### src/design/rgpt_pkg.sv
package rgpt_pkg;

   // field widths
   localparam int SAMPLE_BITS = 16;
   localparam int WLEN_W      = 11;
   localparam int STEP_W      = 16;
   localparam int GATE_W      = 24;
   localparam int RANGE_W     = 40;
   localparam int POWER_W     = 2 * SAMPLE_BITS;

   // default longest window
   localparam int MAX_WINDOW_DEF = 1024;

   // window length after clamping, wide enough for the largest window bound
   localparam int LEN_W  = 17;
   // gate plus peak index, index up to 16 bits
   localparam int POS_W  = GATE_W + 1;
   // gate plus index minus half window, before saturation
   localparam int GSUM_W = GATE_W + 2;

   // configuration port
   localparam int ADDR_W = 4;
   localparam int DATA_W = 32;

   // reset values of the registers
   localparam logic [WLEN_W-1:0]        WINDOW_LEN_RESET = WLEN_W'(100);
   localparam logic [STEP_W-1:0]        RANGE_STEP_RESET = STEP_W'(3840);
   localparam logic signed [GATE_W-1:0] INIT_GATE_RESET  = GATE_W'(100);

   typedef enum logic [1:0] {
      REG_WINDOW_LEN = 2'd0,
      REG_RANGE_STEP = 2'd1,
      REG_INIT_GATE  = 2'd2
   } reg_index_type;

   typedef struct packed {
      logic [WLEN_W-1:0]        window_len;
      logic [STEP_W-1:0]        range_step;
      logic signed [GATE_W-1:0] init_gate;
      logic                     load_gate;
      logic signed [GATE_W-1:0] load_value;
   } cfg_type;

   typedef struct packed {
      logic signed [SAMPLE_BITS-1:0] re;
      logic signed [SAMPLE_BITS-1:0] im;
      logic                          track_on;
   } sample_type;

   typedef struct packed {
      logic signed [SAMPLE_BITS-1:0] re;
      logic signed [SAMPLE_BITS-1:0] im;
      logic                          track_on;
      logic [POWER_W-1:0]            power;
   } power_item_type;

   typedef struct packed {
      logic signed [SAMPLE_BITS-1:0] re;
      logic signed [SAMPLE_BITS-1:0] im;
      logic                          done;
      logic signed [POS_W-1:0]       pos;
      logic signed [GATE_W-1:0]      gate;
   } track_item_type;

endpackage

### src/design/rgpt_csr.sv
module rgpt_csr (
   input  logic                          clock,
   input  logic                          reset,
   input  logic                          csr_psel,
   input  logic                          csr_penable,
   input  logic                          csr_pwrite,
   input  logic [rgpt_pkg::ADDR_W-1:0]   csr_paddr,
   input  logic [rgpt_pkg::DATA_W-1:0]   csr_pwdata,
   output logic [rgpt_pkg::DATA_W-1:0]   csr_prdata,
   output logic                          csr_pready,
   output rgpt_pkg::cfg_type             cfg
);

   logic [rgpt_pkg::WLEN_W-1:0]        window_len_ff, window_len_in;
   logic [rgpt_pkg::STEP_W-1:0]        range_step_ff, range_step_in;
   logic signed [rgpt_pkg::GATE_W-1:0] init_gate_ff, init_gate_in;
   logic                               wr_en;
   rgpt_pkg::reg_index_type            reg_idx;

   assign csr_pready = 1'b1;
   assign wr_en      = csr_psel && csr_penable && csr_pwrite;
   assign reg_idx    = rgpt_pkg::reg_index_type'(csr_paddr[3:2]);

   // decode the write
   always_comb begin
      window_len_in = window_len_ff;
      range_step_in = range_step_ff;
      init_gate_in  = init_gate_ff;
      if (wr_en) begin
         case (reg_idx)
            rgpt_pkg::REG_WINDOW_LEN: window_len_in = csr_pwdata[rgpt_pkg::WLEN_W-1:0];
            rgpt_pkg::REG_RANGE_STEP: range_step_in = csr_pwdata[rgpt_pkg::STEP_W-1:0];
            rgpt_pkg::REG_INIT_GATE:  init_gate_in  = csr_pwdata[rgpt_pkg::GATE_W-1:0];
            default: ;
         endcase
      end
   end

   always_ff @(posedge clock) begin
      if (reset) begin
         window_len_ff <= rgpt_pkg::WINDOW_LEN_RESET;
         range_step_ff <= rgpt_pkg::RANGE_STEP_RESET;
         init_gate_ff  <= rgpt_pkg::INIT_GATE_RESET;
      end else begin
         window_len_ff <= window_len_in;
         range_step_ff <= range_step_in;
         init_gate_ff  <= init_gate_in;
      end
   end

   // read back
   always_comb begin
      case (reg_idx)
         rgpt_pkg::REG_WINDOW_LEN:
            csr_prdata = rgpt_pkg::DATA_W'(window_len_ff);
         rgpt_pkg::REG_RANGE_STEP:
            csr_prdata = rgpt_pkg::DATA_W'(range_step_ff);
         rgpt_pkg::REG_INIT_GATE:
            csr_prdata = rgpt_pkg::DATA_W'(init_gate_ff);
         default:
            csr_prdata = '0;
      endcase
   end

   // a gate write also reloads the running gate in the tracker
   always_comb begin
      cfg.window_len = window_len_ff;
      cfg.range_step = range_step_ff;
      cfg.init_gate  = init_gate_ff;
      cfg.load_gate  = wr_en && (reg_idx == rgpt_pkg::REG_INIT_GATE);
      cfg.load_value = csr_pwdata[rgpt_pkg::GATE_W-1:0];
   end

endmodule

### src/design/rgpt_power.sv
module rgpt_power (
   input  logic                     clock,
   input  logic                     reset,
   input  logic                     in_valid,
   input  rgpt_pkg::sample_type     in_item,
   output logic                     in_ready,
   output logic                     out_valid,
   output rgpt_pkg::power_item_type out_item,
   input  logic                     out_ready
);

   localparam int PW = rgpt_pkg::POWER_W;

   logic                     v0_ff, v0_in, v1_ff, v1_in;
   logic                     rdy0, rdy1;
   rgpt_pkg::sample_type     s0_ff, s0_in;
   rgpt_pkg::power_item_type s1_ff, s1_in;
   logic signed [PW-1:0]     sq_re, sq_im;

   assign rdy1     = !v1_ff || out_ready;
   assign rdy0     = !v0_ff || rdy1;
   assign in_ready = rdy0;

   // square both parts; each square stays below the top bit
   assign sq_re = s0_ff.re * s0_ff.re;
   assign sq_im = s0_ff.im * s0_ff.im;

   // advance the two stages
   always_comb begin
      v0_in = rdy0 ? in_valid : v0_ff;
      s0_in = (rdy0 && in_valid) ? in_item : s0_ff;
      v1_in = rdy1 ? v0_ff : v1_ff;
      s1_in = s1_ff;
      if (rdy1 && v0_ff) begin
         s1_in.re       = s0_ff.re;
         s1_in.im       = s0_ff.im;
         s1_in.track_on = s0_ff.track_on;
         s1_in.power    = PW'(sq_re[PW-2:0]) + PW'(sq_im[PW-2:0]);
      end
   end

   always_ff @(posedge clock) begin
      if (reset) begin
         v0_ff <= 1'b0;
         v1_ff <= 1'b0;
      end else begin
         v0_ff <= v0_in;
         v1_ff <= v1_in;
      end
   end

   always_ff @(posedge clock) begin
      s0_ff <= s0_in;
      s1_ff <= s1_in;
   end

   assign out_valid = v1_ff;
   assign out_item  = s1_ff;

endmodule

### src/design/rgpt_track.sv
module rgpt_track #(
   parameter int MAX_WINDOW = rgpt_pkg::MAX_WINDOW_DEF
) (
   input  logic                     clock,
   input  logic                     reset,
   input  rgpt_pkg::cfg_type        cfg,
   input  logic                     in_valid,
   input  rgpt_pkg::power_item_type in_item,
   output logic                     in_ready,
   output logic                     out_valid,
   output rgpt_pkg::track_item_type out_item,
   input  logic                     out_ready
);

   localparam int IDX_W = (MAX_WINDOW > 2) ? $clog2(MAX_WINDOW) : 1;
   localparam int LW    = rgpt_pkg::LEN_W;
   localparam int GW    = rgpt_pkg::GATE_W;
   localparam int SW    = rgpt_pkg::GSUM_W;
   localparam int PW    = rgpt_pkg::POS_W;

   logic                     v_ff, v_in;
   rgpt_pkg::track_item_type s_ff, s_in;
   logic [IDX_W-1:0]         pos_ff, pos_in;
   logic [IDX_W-1:0]         peak_idx_ff, peak_idx_in;
   logic [rgpt_pkg::POWER_W-1:0] peak_pow_ff, peak_pow_in;
   logic                     tracked_ff, tracked_in;
   logic signed [GW-1:0]     gate_ff, gate_in;

   logic                     fire, first, tracked, better, last;
   logic [LW-1:0]            wlen, len_eff, half;
   logic [rgpt_pkg::POWER_W-1:0] base_pow, new_pow;
   logic [IDX_W-1:0]         base_idx, new_idx;
   logic signed [PW-1:0]     pos_sum;
   logic signed [SW-1:0]     gate_sum;
   logic [SW-GW:0]           gate_top;
   logic signed [GW-1:0]     gate_new;

   assign in_ready = !v_ff || out_ready;
   assign fire     = in_valid && in_ready;

   // clamp the window length to its legal range
   always_comb begin
      wlen = LW'(cfg.window_len);
      if (wlen < LW'(2))
         len_eff = LW'(2);
      else if (wlen > LW'(MAX_WINDOW))
         len_eff = LW'(MAX_WINDOW);
      else
         len_eff = wlen;
      half = len_eff >> 1;
   end

   // running peak over the window
   always_comb begin
      first    = (pos_ff == '0);
      tracked  = first ? in_item.track_on : tracked_ff;
      base_pow = first ? '0 : peak_pow_ff;
      base_idx = first ? '0 : peak_idx_ff;
      better   = tracked && (in_item.power > base_pow);
      new_pow  = better ? in_item.power : base_pow;
      new_idx  = better ? pos_ff : base_idx;
      last     = LW'(pos_ff) >= (len_eff - LW'(1));
   end

   // range position and moved gate, saturated to the gate width
   always_comb begin
      pos_sum  = PW'(gate_ff) + signed'(PW'(new_idx));
      gate_sum = SW'(gate_ff) + signed'(SW'(new_idx)) - signed'(SW'(half));
      gate_top = gate_sum[SW-1:GW-1];
      if ((&gate_top) || !(|gate_top))
         gate_new = gate_sum[GW-1:0];
      else if (gate_sum[SW-1])
         gate_new = {1'b1, {(GW-1){1'b0}}};
      else
         gate_new = {1'b0, {(GW-1){1'b1}}};
   end

   // update window state and the stage register
   always_comb begin
      v_in        = in_ready ? in_valid : v_ff;
      s_in        = s_ff;
      pos_in      = pos_ff;
      peak_idx_in = peak_idx_ff;
      peak_pow_in = peak_pow_ff;
      tracked_in  = tracked_ff;
      gate_in     = gate_ff;
      if (fire) begin
         s_in.re     = tracked ? in_item.re : '0;
         s_in.im     = tracked ? in_item.im : '0;
         s_in.done   = last;
         s_in.pos    = (last && tracked) ? pos_sum : '0;
         s_in.gate   = last ? (tracked ? gate_new : cfg.init_gate) : '0;
         pos_in      = last ? '0 : pos_ff + IDX_W'(1);
         peak_idx_in = new_idx;
         peak_pow_in = new_pow;
         tracked_in  = tracked;
         if (last && tracked)
            gate_in = gate_new;
      end
      if (cfg.load_gate)
         gate_in = cfg.load_value;
   end

   always_ff @(posedge clock) begin
      if (reset) begin
         v_ff        <= 1'b0;
         pos_ff      <= '0;
         peak_idx_ff <= '0;
         peak_pow_ff <= '0;
         tracked_ff  <= 1'b0;
         gate_ff     <= rgpt_pkg::INIT_GATE_RESET;
      end else begin
         v_ff        <= v_in;
         pos_ff      <= pos_in;
         peak_idx_ff <= peak_idx_in;
         peak_pow_ff <= peak_pow_in;
         tracked_ff  <= tracked_in;
         gate_ff     <= gate_in;
      end
   end

   always_ff @(posedge clock) begin
      s_ff <= s_in;
   end

   assign out_valid = v_ff;
   assign out_item  = s_ff;

endmodule

### src/design/rgpt_range.sv
module rgpt_range (
   input  logic                                 clock,
   input  logic                                 reset,
   input  rgpt_pkg::cfg_type                    cfg,
   input  logic                                 in_valid,
   input  rgpt_pkg::track_item_type             in_item,
   output logic                                 in_ready,
   output logic                                 rsp_valid,
   input  logic                                 rsp_stall,
   output logic signed [rgpt_pkg::SAMPLE_BITS-1:0] rsp_out_re,
   output logic signed [rgpt_pkg::SAMPLE_BITS-1:0] rsp_out_im,
   output logic                                 rsp_window_done,
   output logic signed [rgpt_pkg::RANGE_W-1:0]  rsp_range_out,
   output logic signed [rgpt_pkg::GATE_W-1:0]   rsp_gate_out
);

   localparam int RW     = rgpt_pkg::RANGE_W;
   localparam int PROD_W = rgpt_pkg::POS_W + rgpt_pkg::STEP_W + 1;

   logic                                  v_ff, v_in;
   logic signed [rgpt_pkg::SAMPLE_BITS-1:0] re_ff, re_in, im_ff, im_in;
   logic                                  done_ff, done_in;
   logic signed [RW-1:0]                  range_ff, range_in;
   logic signed [rgpt_pkg::GATE_W-1:0]    gate_ff, gate_in;
   logic signed [PROD_W-1:0]              prod;
   logic [PROD_W-RW:0]                    prod_top;
   logic signed [RW-1:0]                  range_sat;

   assign in_ready = !v_ff || !rsp_stall;

   // range product, saturated to the output width
   always_comb begin
      prod     = PROD_W'(in_item.pos) * signed'(PROD_W'(cfg.range_step));
      prod_top = prod[PROD_W-1:RW-1];
      if ((&prod_top) || !(|prod_top))
         range_sat = prod[RW-1:0];
      else if (prod[PROD_W-1])
         range_sat = {1'b1, {(RW-1){1'b0}}};
      else
         range_sat = {1'b0, {(RW-1){1'b1}}};
   end

   // load the output register when it is free or taken
   always_comb begin
      v_in     = in_ready ? in_valid : v_ff;
      re_in    = re_ff;
      im_in    = im_ff;
      done_in  = done_ff;
      range_in = range_ff;
      gate_in  = gate_ff;
      if (in_ready && in_valid) begin
         re_in    = in_item.re;
         im_in    = in_item.im;
         done_in  = in_item.done;
         range_in = range_sat;
         gate_in  = in_item.gate;
      end
   end

   always_ff @(posedge clock) begin
      if (reset)
         v_ff <= 1'b0;
      else
         v_ff <= v_in;
   end

   always_ff @(posedge clock) begin
      re_ff    <= re_in;
      im_ff    <= im_in;
      done_ff  <= done_in;
      range_ff <= range_in;
      gate_ff  <= gate_in;
   end

   assign rsp_valid       = v_ff;
   assign rsp_out_re      = re_ff;
   assign rsp_out_im      = im_ff;
   assign rsp_window_done = done_ff;
   assign rsp_range_out   = range_ff;
   assign rsp_gate_out    = gate_ff;

endmodule

### src/design/range_gate_peak_tracker.sv
// Range gate peak tracker.
// Input channel (req_): one complex fast-time sample per item, plus the track
// flag, which counts only on the first sample of a window. Result channel
// (rsp_): one item per input item, in order: the passed sample (zero in an
// untracked window), window_done on the last sample, and on that sample the range
// (peak position times range_step) and moved gate, or 0 and init_gate if untracked.
// Configuration goes through the csr_ APB port: window_len at 0x0, range_step
// at 0x4, init_gate at 0x8; writing init_gate also reloads the running gate.
// Write it only while no item is in flight.
// rsp_valid rises through four registers after the accepting edge:
// input register, squared magnitude stage, window tracking stage, range
// multiply into the output register. One item is taken every cycle unless
// req_stall is high; the tracking stage does the peak compare and gate update combinationally.
// Reset clears all stage valids, the window position and the peak, and loads
// the registers and the running gate with their defaults.
// While rsp_stall is high the output item holds; the stages behind it keep
// filling, and req_stall rises once all four are occupied.
module range_gate_peak_tracker #(
   parameter int MAX_WINDOW = rgpt_pkg::MAX_WINDOW_DEF
) (
   input  logic                                 clock,
   input  logic                                 reset,
   input  logic                                 req_valid,
   output logic                                 req_stall,
   input  logic signed [rgpt_pkg::SAMPLE_BITS-1:0] req_sample_re,
   input  logic signed [rgpt_pkg::SAMPLE_BITS-1:0] req_sample_im,
   input  logic                                 req_track_on,
   output logic                                 rsp_valid,
   input  logic                                 rsp_stall,
   output logic signed [rgpt_pkg::SAMPLE_BITS-1:0] rsp_out_re,
   output logic signed [rgpt_pkg::SAMPLE_BITS-1:0] rsp_out_im,
   output logic                                 rsp_window_done,
   output logic signed [rgpt_pkg::RANGE_W-1:0]  rsp_range_out,
   output logic signed [rgpt_pkg::GATE_W-1:0]   rsp_gate_out,
   input  logic                                 csr_psel,
   input  logic                                 csr_penable,
   input  logic                                 csr_pwrite,
   input  logic [rgpt_pkg::ADDR_W-1:0]          csr_paddr,
   input  logic [rgpt_pkg::DATA_W-1:0]          csr_pwdata,
   output logic [rgpt_pkg::DATA_W-1:0]          csr_prdata,
   output logic                                 csr_pready
);

   rgpt_pkg::cfg_type        cfg;
   rgpt_pkg::sample_type     req_item;
   rgpt_pkg::power_item_type pow_item;
   rgpt_pkg::track_item_type trk_item;
   logic                     pow_in_ready, pow_valid, trk_in_ready;
   logic                     trk_valid, rng_in_ready;

   // gather the input item
   always_comb begin
      req_item.re       = req_sample_re;
      req_item.im       = req_sample_im;
      req_item.track_on = req_track_on;
   end

   assign req_stall = !pow_in_ready;

   rgpt_csr u_csr (
      .clock       (clock),
      .reset       (reset),
      .csr_psel    (csr_psel),
      .csr_penable (csr_penable),
      .csr_pwrite  (csr_pwrite),
      .csr_paddr   (csr_paddr),
      .csr_pwdata  (csr_pwdata),
      .csr_prdata  (csr_prdata),
      .csr_pready  (csr_pready),
      .cfg         (cfg)
   );

   rgpt_power u_power (
      .clock     (clock),
      .reset     (reset),
      .in_valid  (req_valid),
      .in_item   (req_item),
      .in_ready  (pow_in_ready),
      .out_valid (pow_valid),
      .out_item  (pow_item),
      .out_ready (trk_in_ready)
   );

   rgpt_track #(
      .MAX_WINDOW (MAX_WINDOW)
   ) u_track (
      .clock     (clock),
      .reset     (reset),
      .cfg       (cfg),
      .in_valid  (pow_valid),
      .in_item   (pow_item),
      .in_ready  (trk_in_ready),
      .out_valid (trk_valid),
      .out_item  (trk_item),
      .out_ready (rng_in_ready)
   );

   rgpt_range u_range (
      .clock           (clock),
      .reset           (reset),
      .cfg             (cfg),
      .in_valid        (trk_valid),
      .in_item         (trk_item),
      .in_ready        (rng_in_ready),
      .rsp_valid       (rsp_valid),
      .rsp_stall       (rsp_stall),
      .rsp_out_re      (rsp_out_re),
      .rsp_out_im      (rsp_out_im),
      .rsp_window_done (rsp_window_done),
      .rsp_range_out   (rsp_range_out),
      .rsp_gate_out    (rsp_gate_out)
   );

endmodule

### config.mk
export PLATFORM = sky130hd
export DESIGN_NAME = range_gate_peak_tracker
export DESIGN_NICKNAME = d
export VERILOG_FILES = /design/src/design/rgpt_pkg.sv /design/src/design/rgpt_csr.sv /design/src/design/rgpt_power.sv /design/src/design/rgpt_track.sv /design/src/design/rgpt_range.sv /design/src/design/range_gate_peak_tracker.sv
export SDC_FILE = /design/constraint.sdc
export NUM_CORES = 2
export LEC_CHECK = 0
export BUFFER_PORTS_ARGS = -buffer_cell sky130_fd_sc_hd__buf_2
export CAP_MARGIN = 10
export CORE_UTILIZATION = 35
export CTS_CLUSTER_SIZE = 40
export DETAILED_ROUTE_END_ITERATION = 8
export GPL_ROUTABILITY_DRIVEN = 0
export REMOVE_ABC_BUFFERS = 1
export SLEW_MARGIN = 20
export SYNTH_ARGS = -nofsm -noshare
export SYNTH_HDL_FRONTEND = slang
export SYNTH_SLANG_ARGS = --single-unit
### constraint.sdc
create_clock -name clock -period 20.9 [get_ports clock]
set_input_delay 1.045 -clock clock [delete_from_list [all_inputs] [get_ports clock]]
set_output_delay 1.045 -clock clock [all_outputs]
set_load 0.01 [all_outputs]
After elaboration in Yosys (flattened, before gate mapping) --
Index checks and enable logic that the tools add are counted.
Cells by class: $add $sub $neg 6, multipliers 3, $lt $le $gt $ge 4, equal/unequal tests 2, multiplexer cells 17, reduce and logical (&&, ||, !) cells 35
Operator list (count):
- 24-bit 2-to-1 mux | 6
- 32-bit case mux with 3 select lines | 1
- 40-bit 2-to-1 mux | 2
- 32-bit 2-to-1 mux | 2
- 16-bit by 16-bit multiplier with 31-bit output | 2
- 24-bit by 11-bit adder with 25-bit output | 2
- 25-bit by 17-bit multiplier with 42-bit output | 1
- 31-bit by 31-bit adder with 32-bit output | 1
- 32-bit greater-than comparator | 1
- 10-bit 2-to-1 mux | 3
- 26-bit by 17-bit subtractor with 26-bit output | 1
- 11-bit 2-to-1 mux | 2
- 10-bit by 17-bit greater-or-equal comparator with 1-bit output | 1
- 17-bit by 1-bit subtractor with 17-bit output (second input constant) | 1
- 11-bit greater-than comparator (second input constant) | 1
- 11-bit by 2-bit < comparator with 1-bit output (second input constant) | 1
- 10-bit by 1-bit adder with 10-bit output (second input constant) | 1
- 10-bit logical NOT | 1
- 1-bit logical AND | 9
- 1-bit logical NOT | 8
- 2-bit AND reduction | 4
- 1-bit logical OR | 6
- 3-bit AND reduction | 2
- 3-bit OR reduction | 2
- 5 further kinds | 6
Word-level totals: register bits after elaboration 409, input bits 76, output and inout bits 132, word-level logic and storage cells 96

Depth between registers and ports, before layout --
depth after elaboration 14, depth in mapped cells 37, depth with buffers taken out 35

Modules after synthesis --
Synthesis repeated with hierarchy kept, for this count alone.
Unflattened totals: cell total of the unflattened synthesis 5699, area, all modules 54168.2 um^2
By module, submodules not included:
- rgpt_power | times used 1, cells an instance 2270, area each 21916.0 um^2, seq. area each 2982.9 um^2
- rgpt_range | times used 1, cells an instance 1881, area each 18200.0 um^2, seq. area each 2932.8 um^2
- rgpt_track | times used 1, cells an instance 1257, area each 11332.1 um^2, seq. area each 4023.9 um^2
- rgpt_csr | times used 1, cells an instance 290, area each 2716.4 um^2, seq. area each 1021.0 um^2
- range_gate_peak_tracker | times used 1, cells an instance 1, area each 3.8 um^2, seq. area each 0.0 um^2

Worst setup path before layout --
OpenSTA, ideal clock, no wires.
path kind input -> register, from input port rsp_stall, to register u_range.gate_ff, in the netlist u_range.rsp_gate_out[0] (enable), setup time 0.700 ns, arrival time 8.077 ns, data required time 20.200 ns, setup slack 12.123 ns, stages 1, buffers on the path 0, path through a21boi_0
On the way: word-level cells in the longest chain between the ends 3
Ends and longest elaborated chain:
- from (decl) | line range_gate_peak_tracker.sv:29 | input logic rsp_stall,
- 1-bit logical NOT | line rgpt_range.sv:29 | assign in_ready = !v_ff || !rsp_stall;
- 1-bit logical OR | line rgpt_range.sv:29
- 1-bit logical AND | line rgpt_range.sv:51 | if (in_ready && in_valid) begin
- to (signal assigned) | line rgpt_range.sv:72 | gate_ff <= gate_in;
- to (decl) | line rgpt_range.sv:24 | logic signed [rgpt_pkg::GATE_W-1:0] gate_ff, gate_in;
No other way between the ends. A chain may end at the register's enable or synchronous reset.

Worst setup path after layout --
from register u_power.s0_ff[21] (netlist bit), to register u_power.s1_ff, in the netlist u_power.out_item[31] (data pin)
On the way: word-level cells in the longest chain between the ends 2
Ends and longest elaborated chain:
- from (decl) | line rgpt_power.sv:16 | rgpt_pkg::sample_type s0_ff, s0_in;
- from (signal assigned) | line rgpt_power.sv:53 | s0_ff <= s0_in;
- 16-bit by 16-bit multiplier with 31-bit output | line rgpt_power.sv:25 | assign sq_re = s0_ff.re * s0_ff.re;
- 31-bit by 31-bit adder with 32-bit output | line rgpt_power.sv:38 | s1_in.power = PW'(sq_re[PW-2:0]) + PW'(sq_im[PW-2:0]);
- to (signal assigned) | line rgpt_power.sv:54 | s1_ff <= s1_in;
- to (decl) | line rgpt_power.sv:17 | rgpt_pkg::power_item_type s1_ff, s1_in;
No other way between the ends.

==> flow_metrics.py <==
metrics = {
    "status": {
        "run_status": "finished with violations",
        "violations_in_the_final_reports": "design-rule violations",
    },
    "detailed_routing": {
        "via_count": 35460,
        "route.detailed.drc": 8,
        "ant_nets": 0,
        "wirelength_um": 128000,
        "drt-vias-per-instance": 4.88,
        "drt-pass1-iter-count": 8,
        "avg_wl_per_cell_um": 17.6,
        "drtIter0Drc": 2152,
    },
    "synth": {
        "ys.flop_type": "sky130_fd_sc_hd__edfxtp_1",
        "post_synthesis_compound_gate_area_fraction_pct": 8.19,
        "yosys_register_bits": 409,
        "synth-simple-area-share_pct": 13.5,
        "yosys.area_share.xor_xnor_pct": 3.38,
        "main_combinational_cell_family_by_area_after_synthesis": "adder cells",
        "postSynthAreaPerCell_um2": 9.70,
        "yosys_warnings": 0,
        "post_synth_fa_ha_maj_area_fraction_pct": 43.0,
        "synth.yosys.seq_area_share_pct": 21.7,
        "synth_area_um2": 50600,
        "synth.mux.area_fraction_pct": 0.384,
        "synth_enable_flop_cells": 277,
        "syn-instance-count": 5213,
        "asyncSetResetFlopFracSynth_pct": 0,
        "post_synthesis_cell_type_count": 92,
    },
    "finish": {
        "layout-drive-gt1-share_pct": 7.15,
        "fill_cells": 14249,
        "most-common-layout-cells": "sky130_fd_sc_hd__inv_1 (1103), sky130_fd_sc_hd__fa_1 (860), sky130_fd_sc_hd__nand2_1 (642)",
        "mostFrequentLayoutCell": "sky130_fd_sc_hd__inv_1",
        "nNetsFinal": 6613,
        "multiInputGateArea_um2": 34700,
        "instances_no_fill": 7259,
        "post-route-util_pct": 38.5,
        "seqCellArea_um2": 11000,
        "layout-area-overhead-vs-synth_pct": 9.32,
    },
    "grt": {
        "grt-ovfl-total": 0,
        "global_route.usage.total_pct": 17.8,
        "grt_pass1_wl_um": 205000,
        "grt_antenna_before_repair": 3,
        "grt_max_degree": 78,
        "vias_in_the_first_global_route": 37689,
    },
    "sta": {
        "finalCriticalPeriod_ns": 9.78,
        "max_slew_margin_pct": 30.9,
        "fmax_mhz": 102,
        "final_hold_viol_count": 0,
        "worst_case_clock_skew_ns": 0.0700,
        "unrepaired_setup_endpoints_after_global_routing": "no",
        "drv_slew": 0,
        "worst_hold_margin_ns": 0.367,
        "final_setup_violating_endpoints": 0,
        "finalCritPeriodShare_pct": 46.8,
        "worst_slew_pin_slew_ns": 1.04,
        "setup-tns-final_ns": 0,
    },
    "clocking": {
        "worst_skew_pair.late_latency_ns": 0.68,
        "cts_tree": "yes",
        "cts.path.max_buffers": 3,
        "numCtsBuffers": 49,
        "root_buffer": "sky130_fd_sc_hd__clkbuf_16",
        "h-tree-depth": 2,
        "number_of_clock_sinks_seen_by_cts": 409,
        "clk_transition_reported_paths_ns": 0.06,
        "cts_repair_resize_count": 0,
        "post_cts_setup_repair_bufs": 0,
        "hold_buffers": 0,
    },
    "min_path": {
        "min-delay-path-class": "register to register",
        "hold_crit_depth": 0,
    },
    "critical_path": {
        "worstSetupStartpoint": "u_power.s0_ff[21]",
        "cpPeakStageDelay_ns": 0.82,
        "worst_ep_required_time_ns": 21.28,
        "timing.critical_path.slowest_stage_cell": "sky130_fd_sc_hd__edfxtp_1",
        "critPathMaxFanout": 16,
        "setup.worst_path.start_class": "register",
        "ff2ff_setup_slack_ns": 11.12,
        "worstSetupPathType": "register to register",
        "critPathCapture": "u_power.out_item[31]",
        "setup.worst_path.end_class": "register",
        "ff2ff_path_depth": 28,
        "crit_path_frequent_cell": "sky130_fd_sc_hd__fa_1",
        "cp_data_arrival_time_ns": 10.16,
        "rr_startpoint": "u_power.s0_ff[21]",
        "rr_endpoint": "u_power.out_item[31]",
    },
    "floorplan": {
        "std_cell_rows": 139,
        "die_h_um": 382,
        "io_pins": 208,
        "floorplan.core_area_um2": 143000,
        "starting_density_of_the_core_pct": 35.2,
        "die_width_um": 382,
        "floorplan.die_area_um2": 146000,
    },
    "placement": {
        "half_perimeter_wire_length_after_placement_um": 100000,
        "portBuffers": 196,
        "cell_count_after_placement": 7166,
    },
    "flow_run": {
        "drv.max_cap_violation_count": 0,
    },
}
area by class of cell:
class	count	share of cell area [%]
inverter	1107	7.52
timing repair buffer	248	2.49
tap	1903	4.31
sequential	409	19.8
antenna	2	0.00906
multi-input combinational	3499	62.8
clock inverter	25	0.625
clock buffer	66	2.43
through the flow:
| stage | cell area [um2] | worst slack [ns] |
|---|---|---|
| after floorplan | 49800 | 12.12 |
| after global placement | 53600 | 11.16 |
| after detailed placement | 53600 | 11.12 |
| after CTS | 55300 | 11.09 |
| after global routing | 55300 | 10.52 |
| final | 55300 | 11.12 |
cells in the mapped netlist (30+ instances only):
library cell	instances	share of area, %
sky130_fd_sc_hd__ha_1	363	9.0
sky130_fd_sc_hd__fa_1	860	34
sky130_fd_sc_hd__nand3_1	53	0.52
sky130_fd_sc_hd__a21o_1	51	0.76
sky130_fd_sc_hd__inv_1	1103	8.2
sky130_fd_sc_hd__clkbuf_1	170	1.3
sky130_fd_sc_hd__nand2_1	642	4.8
sky130_fd_sc_hd__a22o_1	47	0.81
sky130_fd_sc_hd__o21a_1	35	0.52
sky130_fd_sc_hd__nor2b_1	30	0.37
sky130_fd_sc_hd__nor2_1	216	1.6
sky130_fd_sc_hd__nor3_1	46	0.46
sky130_fd_sc_hd__and2_1	302	3.7
sky130_fd_sc_hd__o21ai_0	118	1.2
sky130_fd_sc_hd__edfxtp_1	277	16
sky130_fd_sc_hd__xor2_1	48	0.83
sky130_fd_sc_hd__nand2b_1	45	0.56
sky130_fd_sc_hd__dfxtp_1	132	5.2
sky130_fd_sc_hd__xnor2_1	147	2.5
sky130_fd_sc_hd__a211oi_1	32	0.48
sky130_fd_sc_hd__a21oi_1	195	1.9
worst min-delay path by stage:
stage / from / to / slack [ns]
floorplan: u_power.s0_ff[0] / u_power.out_item[32] / 0.40
global placement: u_track.out_item[11] / u_range.rsp_gate_out[11] / 0.40
finish: u_track.out_item[56] / u_range.rsp_out_im[6] / 0.37
global route: u_track.out_item[56] / u_range.rsp_out_im[6] / 0.39
detailed placement: u_track.out_item[61] / u_range.rsp_out_im[11] / 0.40
CTS: u_track.out_item[56] / u_range.rsp_out_im[6] / 0.37
logic make-up after synthesis:
family | Yosys count
simple gates | 1441
buf+inv | 1305
fa+ha+maj | 1223
compound gates | 620
flops | 409
xor+xnor | 195
mux | 19
other cells | 1
flip-flops by register name, summed over array words and instances, names as in the netlist:
| name | count |
|---|---|
| u_range.rsp_out_im | 16 |
| u_csr.init_gate_ff | 24 |
| u_power.out_item | 65 |
| u_range.rsp_gate_out | 24 |
| u_track.peak_pow_ff | 32 |
| u_track.peak_idx_ff | 10 |
| u_track.pos_ff | 10 |
| u_track.out_item | 82 |
| u_csr.range_step_ff | 16 |
| u_range.rsp_range_out | 40 |
| u_track.out_valid | 1 |
| u_range.rsp_valid | 1 |
| u_range.rsp_out_re | 16 |
| u_track.tracked_ff | 1 |
| u_range.rsp_window_done | 1 |
| u_track.gate_ff | 24 |
| u_csr.window_len_ff | 11 |
| u_power.out_valid | 1 |
| u_power.s0_ff | 33 |
| u_power.v0_ff | 1 |
routing by layer:
| metal | vias up | global-route usage (%) | share of wire (%) |
|---|---|---|---|
| met4 | 2 | 6.53 | 3.8 |
| met5 | - | 0 | 0.0055 |
| li1 | 16449 | - | - |
| met3 | 202 | 2.07 | 4.4 |
| met1 | 18018 | 22.0 | 41 |
| met2 | 789 | 31.8 | 50 |
critical path, delay by kind of cell (launching register included):
family                   cells  cell delay (ns)
AO/OA/AOI/OAI               10             2.69
XOR/XNOR                     1             0.17
adder cells (fa/ha/maj)      8             3.44
buffers and inverters        5             0.65
flip-flops                   1             0.82
AND/OR/NAND/NOR              4             1.70
Power is not shown: default switching activity piles up to over one toggle a cycle in this logic, so the estimate is an artifact.
